<file path="src/rtl/spath_pkg.sv">
// Shared types and constants of the shortest path search core.
package spath_pkg;

   localparam int unsigned VERT_BITS     = 6;
   localparam int unsigned SLOT_BITS     = 3;
   localparam int unsigned WEIGHT_BITS   = 16;
   localparam int unsigned DIST_BITS     = 22;
   localparam int unsigned NUM_VERTS     = 64;
   localparam int unsigned NUM_SLOTS     = 8;
   localparam int unsigned ADJ_ADDR_BITS = VERT_BITS + SLOT_BITS;
   localparam int unsigned ADJ_DEPTH     = NUM_VERTS * NUM_SLOTS;
   localparam int unsigned STACK_DEPTH   = 64;
   localparam int unsigned STACK_BITS    = 6;

   localparam logic OP_LOAD  = 1'b0;
   localparam logic OP_QUERY = 1'b1;

   typedef struct packed {
      logic                   operation;
      logic [VERT_BITS-1:0]   vertex;
      logic [SLOT_BITS-1:0]   slot;
      logic [VERT_BITS-1:0]   neighbor;
      logic [WEIGHT_BITS-1:0] weight;
      logic                   enabled;
      logic [VERT_BITS-1:0]   start_vertex;
      logic [VERT_BITS-1:0]   end_vertex;
   } req_type;

   typedef struct packed {
      logic [VERT_BITS-1:0] path_from;
      logic [VERT_BITS-1:0] path_to;
      logic [SLOT_BITS-1:0] path_slot;
      logic                 found;
      logic                 last;
   } rsp_type;

   typedef struct packed {
      logic                   enabled;
      logic [VERT_BITS-1:0]   neighbor;
      logic [WEIGHT_BITS-1:0] weight;
   } adj_entry_type;

   typedef struct packed {
      logic                     en;
      logic [ADJ_ADDR_BITS-1:0] addr;
      adj_entry_type            data;
   } adj_wr_type;

   typedef struct packed {
      logic [DIST_BITS-1:0] cost;
      logic [VERT_BITS-1:0] pred_vertex;
      logic [SLOT_BITS-1:0] pred_slot;
   } vert_entry_type;

   typedef struct packed {
      logic [VERT_BITS-1:0] from_v;
      logic [VERT_BITS-1:0] to_v;
      logic [SLOT_BITS-1:0] slot;
   } stack_entry_type;

endpackage

</file>
<file path="src/rtl/spath_rsp_reg.sv">
// Output register of the result channel.
module spath_rsp_reg (
   input  logic               clock,
   input  logic               reset,
   input  logic               push,
   input  spath_pkg::rsp_type push_data,
   output logic               free,
   output logic               rsp_valid,
   input  logic               rsp_stall,
   output spath_pkg::rsp_type rsp_data
);

   logic               vld_ff;
   logic               vld_in;
   spath_pkg::rsp_type data_ff;

   assign free      = !vld_ff || !rsp_stall;
   assign vld_in    = push || (vld_ff && rsp_stall);
   assign rsp_valid = vld_ff;
   assign rsp_data  = data_ff;

   always_ff @(posedge clock) begin
      if (reset) begin
         vld_ff <= 1'b0;
      end else begin
         vld_ff <= vld_in;
      end
   end

   always_ff @(posedge clock) begin
      if (push) begin
         data_ff <= push_data;
      end
   end

endmodule

</file>
<file path="config.mk">
export PLATFORM = sky130hd
export DESIGN_NAME = spath_rsp_reg
export DESIGN_NICKNAME = d
export VERILOG_FILES = /design/src/rtl/spath_pkg.sv /design/src/rtl/spath_rsp_reg.sv
export SDC_FILE = /design/constraint.sdc
export NUM_CORES = 1
export LEC_CHECK = 0
export BUFFER_PORTS_ARGS = -buffer_cell sky130_fd_sc_hd__buf_4
export CORE_ASPECT_RATIO = 0.8
export CORE_MARGIN = 4
export CORE_UTILIZATION = 25
export DETAILED_ROUTE_END_ITERATION = 6
export HOLD_SLACK_MARGIN = 0.12
export PLACE_DENSITY_LB_ADDON = 0.1
export SLEW_MARGIN = 5
export SYNTH_ARGS = -nofsm -noshare
export SYNTH_HDL_FRONTEND = slang
export SYNTH_SLANG_ARGS = --single-unit
</file>
<file path="constraint.sdc">
create_clock -name clock -period 1.8 [get_ports clock]
set_input_delay 0 -clock clock [delete_from_list [all_inputs] [get_ports clock]]
set_output_delay 0 -clock clock [all_outputs]
set_load 0.1 [all_outputs]
</file>
==> results of run 1 <==
==> logic make-up after synthesis <==
group | count (synthesis)
DFF | 18
AOI/OAI and AO/OA | 1
and+or+nand+nor | 2
==> worst max-delay path, cell delays in order <==
cell and delay (ps):
dlygate4sd3_1 540, buf_4 210, a21oi_1 130, nor2_1 50
dlygate4sd3_1 540
==> area by class of cell <==
class	count	area share, %
sequential	18	48.6
timing repair buffer	59	45.1
tap	24	2.75
clock buffer	4	2.41
multi-input combinational	3	1.15
==> sequential cells by signal, summed over array words and instances (netlist names) <==
| register | cells |
|---|---|
| rsp_valid | 1 |
| rsp_data | 17 |
==> worst paths after layout <==
path / from / endpoint / slack [ps]
hold reg to reg: rsp_valid / rsp_valid / 1080
hold / removal: rsp_stall / free / 350
setup / recovery: push / rsp_valid / 490
setup reg to reg: rsp_valid / rsp_valid / 630
==> power groups by stage <==
stage | clock network, W | registers (W) | logic, W
floorplan | 0 | 0.000747 | 0.00000948
global placement | 0 | 0.000512 | 0.000335
detailed placement | 0 | 0.000512 | 0.000336
CTS | 0.000202 | 0.000502 | 0.000370
global route | 0.000218 | 0.000505 | 0.000379
finish | 0.000189 | 0.000502 | 0.000368
==> metrics by stage <==
stage | hold WS (ps) | cell area (um2) | power, W | util (%) | setup WS (ps)
5_1_grt | 357 | 1090 | 0.00110 | 55.7 | 477
3_3_place_gp | 158 | 866 | 0.000847 | 44.1 | 1170
3_5_place_dp | 163 | 866 | 0.000847 | 44.1 | 1160
2_1_floorplan | 72.4 | 543 | 0.000757 | - | 35.3
4_1_cts | 348 | 1090 | 0.00107 | 55.7 | 518
6_report | 350 | 1090 | 0.00106 | 55.7 | 492
==> synthesized netlist by cell type (all sizes together) <==
cell type,instances
nand2,1
nor2,1
a21oi,1
dfxtp,1
edfxtp,17
==> metal layers <==
metal  wire length [um]  track usage (%)  part of all wire (%)  up-vias
met5                  0                0                     0        -
met4                  0             1.11                     0        0
met3                124             5.74                    11        0
met2                647             16.0                    58       20
met1                339             7.55                    31      191
li1                   -                -                     -      207
==> timing repair <==
action | CTS | global route
hold buffers | 20 | 0
setup buffers | 0 | 0
endpoints found under the setup margin | 0 | 0
hold endpoints to repair | 35 | 0
==> metrics.md, run 1 <==
| Metric | Value |
|---|---|
| IO Port Bufs | 39 |
| Synth warnings | 0 |
| Clock root buffer | clkbuf_4 |
| Sequential fraction of the synthesis area | a little over nine tenths |
| RSZ-0062 raised after global routing | no |
| Adder-cell share of the synthesized area | 0% |
| Yosys reg bits | 18 |
| Min Tclk post-route | about 1300 ps |
| Synth Area in Simple Gates | roughly 1.4% |
| Largest net degree at the start of global routing | 19 |
| Reg clk slew, reported paths | approximately 90 ps |
| Initial antenna violation count | 0 |
| Initial drt markers | 5 |
| Required @ worst endpoint | approximately 2000 ps |
| Ranking of synthesized cells by area | edfxtp_1, dfxtp_1, a21oi_1 |
| TritonRoute pass-1 iters | 2 |
| CP Launch Type | primary input |
| Critical Path AT | 1480 ps |
| Die H | 49.7 um |
| Setup TNS | 0 ps |
| FILL cells | 168 |
| First-pass GRT wire length | approximately 1900 um |
| Die Wd | 60.1 um |
| CP Capture Type | register |
| Max-cap violation count | 0 |
| Final nets | 106 |
| Vias per inst | between 3 and 4 |
| Cts repair resizes | 0 |
| Area of the mapped netlist | between 500 and 600 um2 |
| Clock network power share | 17.9% |
| Max frequency | approximately 760 MHz |
| Top-level I/O count | 40 |
| Clock skew | 0 ps |
| Clk Latency, worst-skew pair | 270 ps |
| Initial Utilization | 27.7% |
| Net Switching | 0.000383 W |
| Area of the multi-input gates | between 10 and 15 um2 |
| Share of cells above drive strength 1 | between 50% and 60% |
| Compound-cell area share of the yosys netlist | less than 1% |
| Final non-filler cell total | roughly 110 |
| Largest family of logic cells by synthesized area | simple AND/OR/NAND/NOR gates |
| CTS H-tree depth | 1 |
| Max Root-Sink Buffers | 2 |
| Yosys top cell area share | a little over nine tenths |
| Worst setup path category | in -> reg |
| Combinational Power Share | about a third |
| Share of power burned in registers | approximately 47% |
| DRT Wirelength | 1110 um |
| Hold Vio Cnt, Final | 0 |
| CTS tree | done |
| Gr usage total | 8.57% |
| Leak Pwr | around 0.47 nW |
| Status | completed |
| Max VDD drop | about 0.68 mV |
| CTS buffer count | 3 |
| Avg Cell Area, Syn | 25.9 um2 |
| Max_slew headroom | between 80% and 90% |
| Most common cell after layout, fill and taps aside | buf_4 |
| Core Region | about 2000 um2 |
| Cells after DPL | 84 |
| P_int | 0.000676 W |
| Hold depth | 3 |
| Gate Count Post-Synth | 21 |
| Largest area contributor in the netlist | edfxtp_1 |
| Row count | 14 |
| Worst hold path class | in -> out |
| Clock sinks | 18 |
| Mapped Nets | between 40 and 50 |
| # setup viols final | 0 |
| Critical Path Fanout Max | 18 |
| Most frequent cells in the layout | buf_4, dlygate4sd3_1, edfxtp_1 |
| Final ANT Viol Nets | 0 |
| Antenna diodes | 0 |
| Area Overhead vs Synth | 101% |
| Worst Max-Slew Pin Slew | ~280 ps |
| DR vias | 418 |
| XOR/XNOR Fraction of Synth Area | 0% |
| Synth unique cells | 5 |
| Number of global-route vias before repair | 427 |
| Period utilization | between 70 and 80% |
| GPL Wtd Cong | between 0.5 and 0.6 |
| Switching share of total power | between 30% and 40% |
| Pwr Density | between 900 and 1000 nW/um2 |
| R2r worst-path depth | 3 |
| Routed len/inst | between 10 and 15 um |
| DRC | 0 |
| Die Footprint | about 3000 um2 |
| Register area | around 530 um2 |
| Max Transition Viols Final | 0 |
| Grt total ovfl | 0 |
| Multiplexer share of the synthesized area | 0% |
Note: power is estimated with default switching activity, not from simulation.
==> inputs of run 2 (changes only) <==
clock period = 1.15 ns   (was 1.8 ns; I/O delays follow)
==> metrics.md, run 2 (synthesis results as in run 1) <==
| Metric | Value |
|---|---|
| CP Capture Type | primary output (was register) |
| Clock skew | 0 ps (unchanged) |
| GPL Wtd Cong | 0.579 (was 0.596) |
| Clock root buffer | clkbuf_4 (unchanged) |
| CTS Hold Bufs | 20 (unchanged) |
| Post-CTS Setup Inserts | 0 (unchanged) |
| Max Root-Sink Buffers | 2 (unchanged) |
| Max VDD drop | 0.960 mV (was 0.676 mV) |
| IO Port Bufs | 39 (unchanged) |
| # setup viols final | 0 (unchanged) |
| TritonRoute pass-1 iters | 3 (was 2) |
| DRT Wirelength | 1260 um (was 1110 um) |
| Crit path buffers/inverters | 3 (unchanged) |
| Max_slew headroom | 81.5% (was 81.4%) |
| CP Launch Type | primary input (unchanged) |
| Status | completed (unchanged) |
| Vias per inst | 3.84 (was 3.87) |
| CTS buffer count | 3 (unchanged) |
| Net Switching | 0.000610 W (was 0.000383 W) |
| Worst R2R Setup Slack | 490 ps (was 630 ps) |
| Area Overhead vs Synth | 102% (was 101%) |
| FILL cells | 184 (was 168) |
| First-pass GRT wire length | 2000 um (was 1860 um) |
| Share of cells above drive strength 1 | 52.4% (was 50.0%) |
| Clock network power share | 18.2% (was 17.9%) |
| Final nets | 106 (unchanged) |
| Initial drt markers | 2 (was 5) |
| Top-level I/O count | 40 (unchanged) |
| CP most frequent cell | buf_4 (was dlygate4sd3_1) |
| Max frequency | between 1000 and 1500 MHz |
| Cts repair resizes | 0 (unchanged) |
| Clock sinks | 18 (unchanged) |
| Routed len/inst | 11.7 um (was 10.3 um) |
| CP top delay family | buffers and inverters (unchanged) |
| P_int | 0.00106 W (was 0.000676 W) |
| DR vias | 415 (was 418) |
| Largest net degree at the start of global routing | 19 (unchanged) |
| Max Transition Viols Final | 0 (unchanged) |
| RSZ-0062 raised after global routing | no (unchanged) |
| Final ANT Viol Nets | 0 (unchanged) |
| DRC | 0 (unchanged) |
| Required @ worst endpoint | 1150 ps (was 1970 ps) |
| Max FFs per register | 17 (unchanged) |
| Hold Vio Cnt, Final | 0 (unchanged) |
| Number of global-route vias before repair | 426 (was 427) |
| Max incr delay on CP | 530 ps (was 540 ps) |
| Reg clk slew, reported paths | 90 ps (about the same) |
| Core Region | 1960 um2 (unchanged) |
| Die Footprint | 2990 um2 (unchanged) |
| Share of power burned in registers | 47.2% (was 47.4%) |
| Hold Slack | 416 ps (was 350 ps) |
| Die H | 49.7 um (unchanged) |
| Gr usage total | 9.35% (was 8.57%) |
| Switching share of total power | 36.6% (was 36.2%) |
| Initial antenna violation count | 0 (unchanged) |
| Max-cap violation count | 0 (unchanged) |
| Post-DP HPWL | a little over 800 um |
| CP max-delay cell | dlygate4sd3_1 (unchanged) |
| Row count | 14 (unchanged) |
| Die Wd | 60.1 um (unchanged) |
| Grt total ovfl | 0 (unchanged) |
| Critical Path AT | 990 ps (was 1480 ps) |
| Post-Route Utilization | 55.9% (was 55.7%) |
| Worst setup path category | in -> out (was in -> reg) |
| Setup TNS | 0 ps (unchanged) |
| Most common cell after layout, fill and taps aside | buf_4 (unchanged) |
| Combinational Power Share | 34.7% (was 34.8%) |
| Period utilization | 86.1% |
| CTS tree | done (unchanged) |
| Leak Pwr | 0.466 nW (was 0.467 nW) |
| CP cell instances | dlygate4sd3_1 -> buf_4 -> nand2_2 -> buf_4 (was dlygate4sd3_1 -> buf_4 -> a21oi_1 -> nor2_1 -> dlygate4sd3_1) |
| Initial Utilization | 27.7% (unchanged) |
| CTS H-tree depth | 1 (unchanged) |
| Clk Latency, worst-skew pair | 280 ps (was 270 ps) |
| Critical Path Fanout Max | 2 (was 18) |
| Min Tclk post-route | 990 ps |
| Most frequent cells in the layout | buf_4, dlygate4sd3_1, edfxtp_1 (unchanged) |
| Antenna diodes | 0 (unchanged) |
| Worst hold path class | in -> reg (was in -> out) |
| Worst Max-Slew Pin Slew | 281 ps (about the same) |
| Pwr Density | 1520 nW/um2 (was 969 nW/um2) |
## run 2: per-stage QoR
| step | area (um2) | instances | worst slack [ps] | total power (W) |
|---|---|---|---|---|
| floorplan | 547 | 21 | 37.4 | 0.00119 |
| global placement | 870 | 84 | 511 | 0.00133 |
| detailed placement | 870 | 84 | 508 | 0.00133 |
| CTS | 1100 | 108 | 157 | 0.00169 |
| global route | 1100 | 108 | 135 | 0.00175 |
| finish | 1100 | 108 | 160 | 0.00167 |
## run 2: metal layers
layer / track usage [%] / vias up / part of all wire (%)
met5: 0 / - / 0
li1: - / 207 / -
met1: 9.15 / 184 / 32
met2: 16.9 / 24 / 57
met3: 5.74 / 0 / 11
met4: 1.11 / 0 / 0
## run 2: power by group through the flow
stage	registers (W)	clock network, W	logic, W
5_1_grt	0.000792	0.000359	0.000595
3_5_place_dp	0.000803	0	0.000526
2_1_floorplan	0.00117	0	0.0000152
4_1_cts	0.000788	0.000323	0.000580
3_3_place_gp	0.000802	0	0.000524
6_report	0.000787	0.000303	0.000578
## run 2: worst min-delay path: cells and delay by family
kind,cells,cell delay [ps]
buffers and inverters,2,630
and+or+nand+nor,1,30
## run 2: final timing paths
kind              startpoint        end  depth (start not counted)
hold reg to reg    rsp_valid  rsp_valid                          2
setup reg to reg   rsp_valid  rsp_valid                          2
hold / removal         reset  rsp_valid                          3
setup / recovery   rsp_stall       free                          4
## run 2: final cells by class
type	count	area [um2]	area share [%]
clock buffer	4	26.3	2.40
multi-input combinational	3	15.0	1.37
tap	24	30.0	2.74
sequential	18	532	48.5
timing repair buffer	59	493	45.0
==> inputs of run 3 (changes only) <==
--- a/config.mk
+++ b/config.mk
@@ -10,3 +10,3 @@
 export CORE_MARGIN = 4
-export CORE_UTILIZATION = 25
+export CORE_UTILIZATION = 33
 export DETAILED_ROUTE_END_ITERATION = 6
==> constraint.sdc (replaced) <==
create_clock -name clock -period 1.15 [get_ports clock]
set_input_delay 0.0575 -clock clock [delete_from_list [all_inputs] [get_ports clock]]
set_output_delay 0.0575 -clock clock [all_outputs]
set_load 0.1 [all_outputs]
==> metrics.md, run 3 (synthesis results as in run 1) <==
| Metric | Value |
|---|---|
| Status | completed (unchanged) |
| # setup viols final | 0 (unchanged) |
| Final ANT Viol Nets | 0 (unchanged) |
| Crit path buffers/inverters | 3 (unchanged) |
| Die Wd | 53.4 um (was 60.1 um) |
| Initial Utilization | 36.9% (was 27.7%) |
| First-pass GRT wire length | 1610 um (was 2000 um) |
| CP max-delay cell | dlygate4sd3_1 (unchanged) |
| Clock root buffer | clkbuf_4 (unchanged) |
| CP Launch Point | rsp_stall (unchanged) |
| Required @ worst endpoint | 1090 ps (was 1150 ps) |
| TritonRoute pass-1 iters | 2 (was 3) |
| CTS H-tree depth | 1 (unchanged) |
| FILL cells | 101 (was 184) |
| CP most frequent cell | buf_4 (unchanged) |
| Grt total ovfl | 0 (unchanged) |
| Core Region | 1470 um2 (was 1960 um2) |
| Number of global-route vias before repair | 351 (was 426) |
| Final non-filler cell total | 104 (was 108) |
| Worst flop-to-flop path endpoint | rsp_valid (unchanged) |
| RR Startpoint | rsp_valid (unchanged) |
| Die H | 44.3 um (was 49.7 um) |
| Worst R2R Setup Slack | 520 ps (was 490 ps) |
| Max frequency | 894 MHz (was 1010 MHz) |
| Pre-CTS WS | 438 ps (was 508 ps) |
| Setup crit end | free (unchanged) |
| Top-level I/O count | 40 (unchanged) |
| DRC | 0 (unchanged) |
| Routed len/inst | 10.1 um (was 11.7 um) |
| Worst setup path category | in -> out (unchanged) |
| IO Port Bufs | 39 (unchanged) |
| CP Launch Type | primary input (unchanged) |
| R2r worst-path depth | 2 (unchanged) |
| Clock skew | 0 ps (unchanged) |
| Post-layout total power | 0.00165 W (was 0.00167 W) |
| Setup ws final | 31.6 ps (was 160 ps) |
| Max Transition Viols Final | 0 (unchanged) |
| Vias per inst | 3.91 (was 3.84) |
| Clock sinks | 18 (unchanged) |
| Initial antenna violation count | 0 (unchanged) |
| Max incr delay on CP | 540 ps (was 530 ps) |
| CP cell instances | dlygate4sd3_1 -> buf_4 -> nand2_4 -> buf_4 (was dlygate4sd3_1 -> buf_4 -> nand2_2 -> buf_4) |
| Max FFs per register | 17 (unchanged) |
| Share of cells above drive strength 1 | 53.0% (was 52.4%) |
| Die Footprint | 2360 um2 (was 2990 um2) |
| Leak Pwr | 0.468 nW (was 0.466 nW) |
| Setup TNS | 0 ps (unchanged) |
| Max Root-Sink Buffers | 2 (unchanged) |
| CTS tree | done (unchanged) |
| Clk Latency, worst-skew pair | 280 ps (about the same) |
| DRT Wirelength | 1060 um (was 1260 um) |
| Critical Path AT | 1060 ps (was 990 ps) |
| Cells after DPL | 81 (was 84) |
| GPL Wtd Cong | 0.666 (was 0.579) |
| Most common cell after layout, fill and taps aside | buf_4 (unchanged) |
| Pwr Density | 1510 nW/um2 (was 1520 nW/um2) |
| Row count | 12 (was 14) |
| Initial drt markers | 2 (unchanged) |
| Hold Slack | 152 ps (was 416 ps) |
| Area Overhead vs Synth | 100% (was 102%) |
| Antenna diodes | 0 (unchanged) |
| Crit path depth | 4 (unchanged) |
| CTS buffer count | 3 (unchanged) |
| Worst hold path class | in -> reg (unchanged) |
| Largest net degree at the start of global routing | 19 (unchanged) |
| Critical Path Fanout Max | 2 (unchanged) |
| RSZ-0062 raised after global routing | no (unchanged) |
| Final nets | 105 (was 106) |
| Reg clk slew, reported paths | 90 ps (about the same) |
| Most frequent cells in the layout | buf_4, dlygate4sd3_1, edfxtp_1 (unchanged) |
| Worst Max-Slew Pin Slew | 282 ps (was 281 ps) |
| Max VDD drop | 1.07 mV (was 0.960 mV) |
| Period utilization | 97.2% (was 86.1%) |
| DR vias | 407 (was 415) |
| Hold Vio Cnt, Final | 0 (unchanged) |
| Min Tclk post-route | 1120 ps (was 990 ps) |
| Gr usage total | 9.97% (was 9.35%) |
| CP top delay family | buffers and inverters (unchanged) |
| Max-cap violation count | 0 (unchanged) |
| Max_slew headroom | 81.4% (was 81.5%) |
| CP Capture Type | primary output (unchanged) |
==> run 3: changes by cell type in the layout (fill, tap and decap cells not counted), sizes merged <==
cell         before  now
dlygate4sd3      20   19
clkbuf            4    3
clkinv            0    1
==> run 3: routing by layer <==
metal | share of wire (%) | wire length, um | GRT usage (%) | up-vias
li1 | - | - | - | 207
met1 | 34 | 359 | 9.78 | 180
met2 | 56 | 595 | 18.1 | 20
met3 | 9.5 | 100 | 6.06 | 0
met4 | 0 | 0 | 1.53 | 0
met5 | 0 | 0 | 0 | -
==> run 3: per-stage QoR <==
step           utilization (%)  instance area (um2)
6_report                  73.9                 1090
5_1_grt                   73.9                 1090
4_1_cts                   73.9                 1090
3_3_place_gp              59.2                  871
3_5_place_dp              59.2                  871
2_1_floorplan                -                  552
==> run 3: worst register-to-register path, stage by stage (launching register included) <==
cell,delay (ps)
dfxtp_2,350
a21oi_1,140
nor2_1,50
==> run 3: what timing repair did <==
item                                   in CTS  in global routing
hold buffers                               19                  0
endpoints found under the hold margin      18                  0
gates resized for setup                     0                  0
setup buffers                               0                  0
==> run 3: power by group <==
| part | internal (W) | total, W | leakage (nW) | switching [W] |
|---|---|---|---|---|
| sequential | 0.000772 | 0.000786 | 0.175 | 0.0000137 |
| combinational | 0.000149 | 0.000575 | 0.278 | 0.000425 |
| clock | 0.000126 | 0.000286 | 0.0154 | 0.000160 |
| total | 0.00105 | 0.00165 | 0.468 | 0.000599 |
==> run 3: layout make-up <==
class                      instances  area, um2  area share, %
timing repair buffer              58        483           44.4
clock buffer                       3       22.5           2.07
clock inverter                     1       3.75          0.345
tap                               21       26.3           2.42
sequential                        18        532           48.9
multi-input combinational          3       20.0           1.84
==> run 3: how the worst min path moves through the flow <==
stage | cells past startpoint | slack (ps) | start | endpoint
global placement | 2 | 210 | reset | rsp_valid
global route | 1 | 140 | push | rsp_data[4]
detailed placement | 2 | 210 | reset | rsp_valid
CTS | 1 | 140 | push | rsp_data[4]
floorplan | 1 | 120 | reset | rsp_valid
finish | 1 | 150 | push | rsp_data[8]
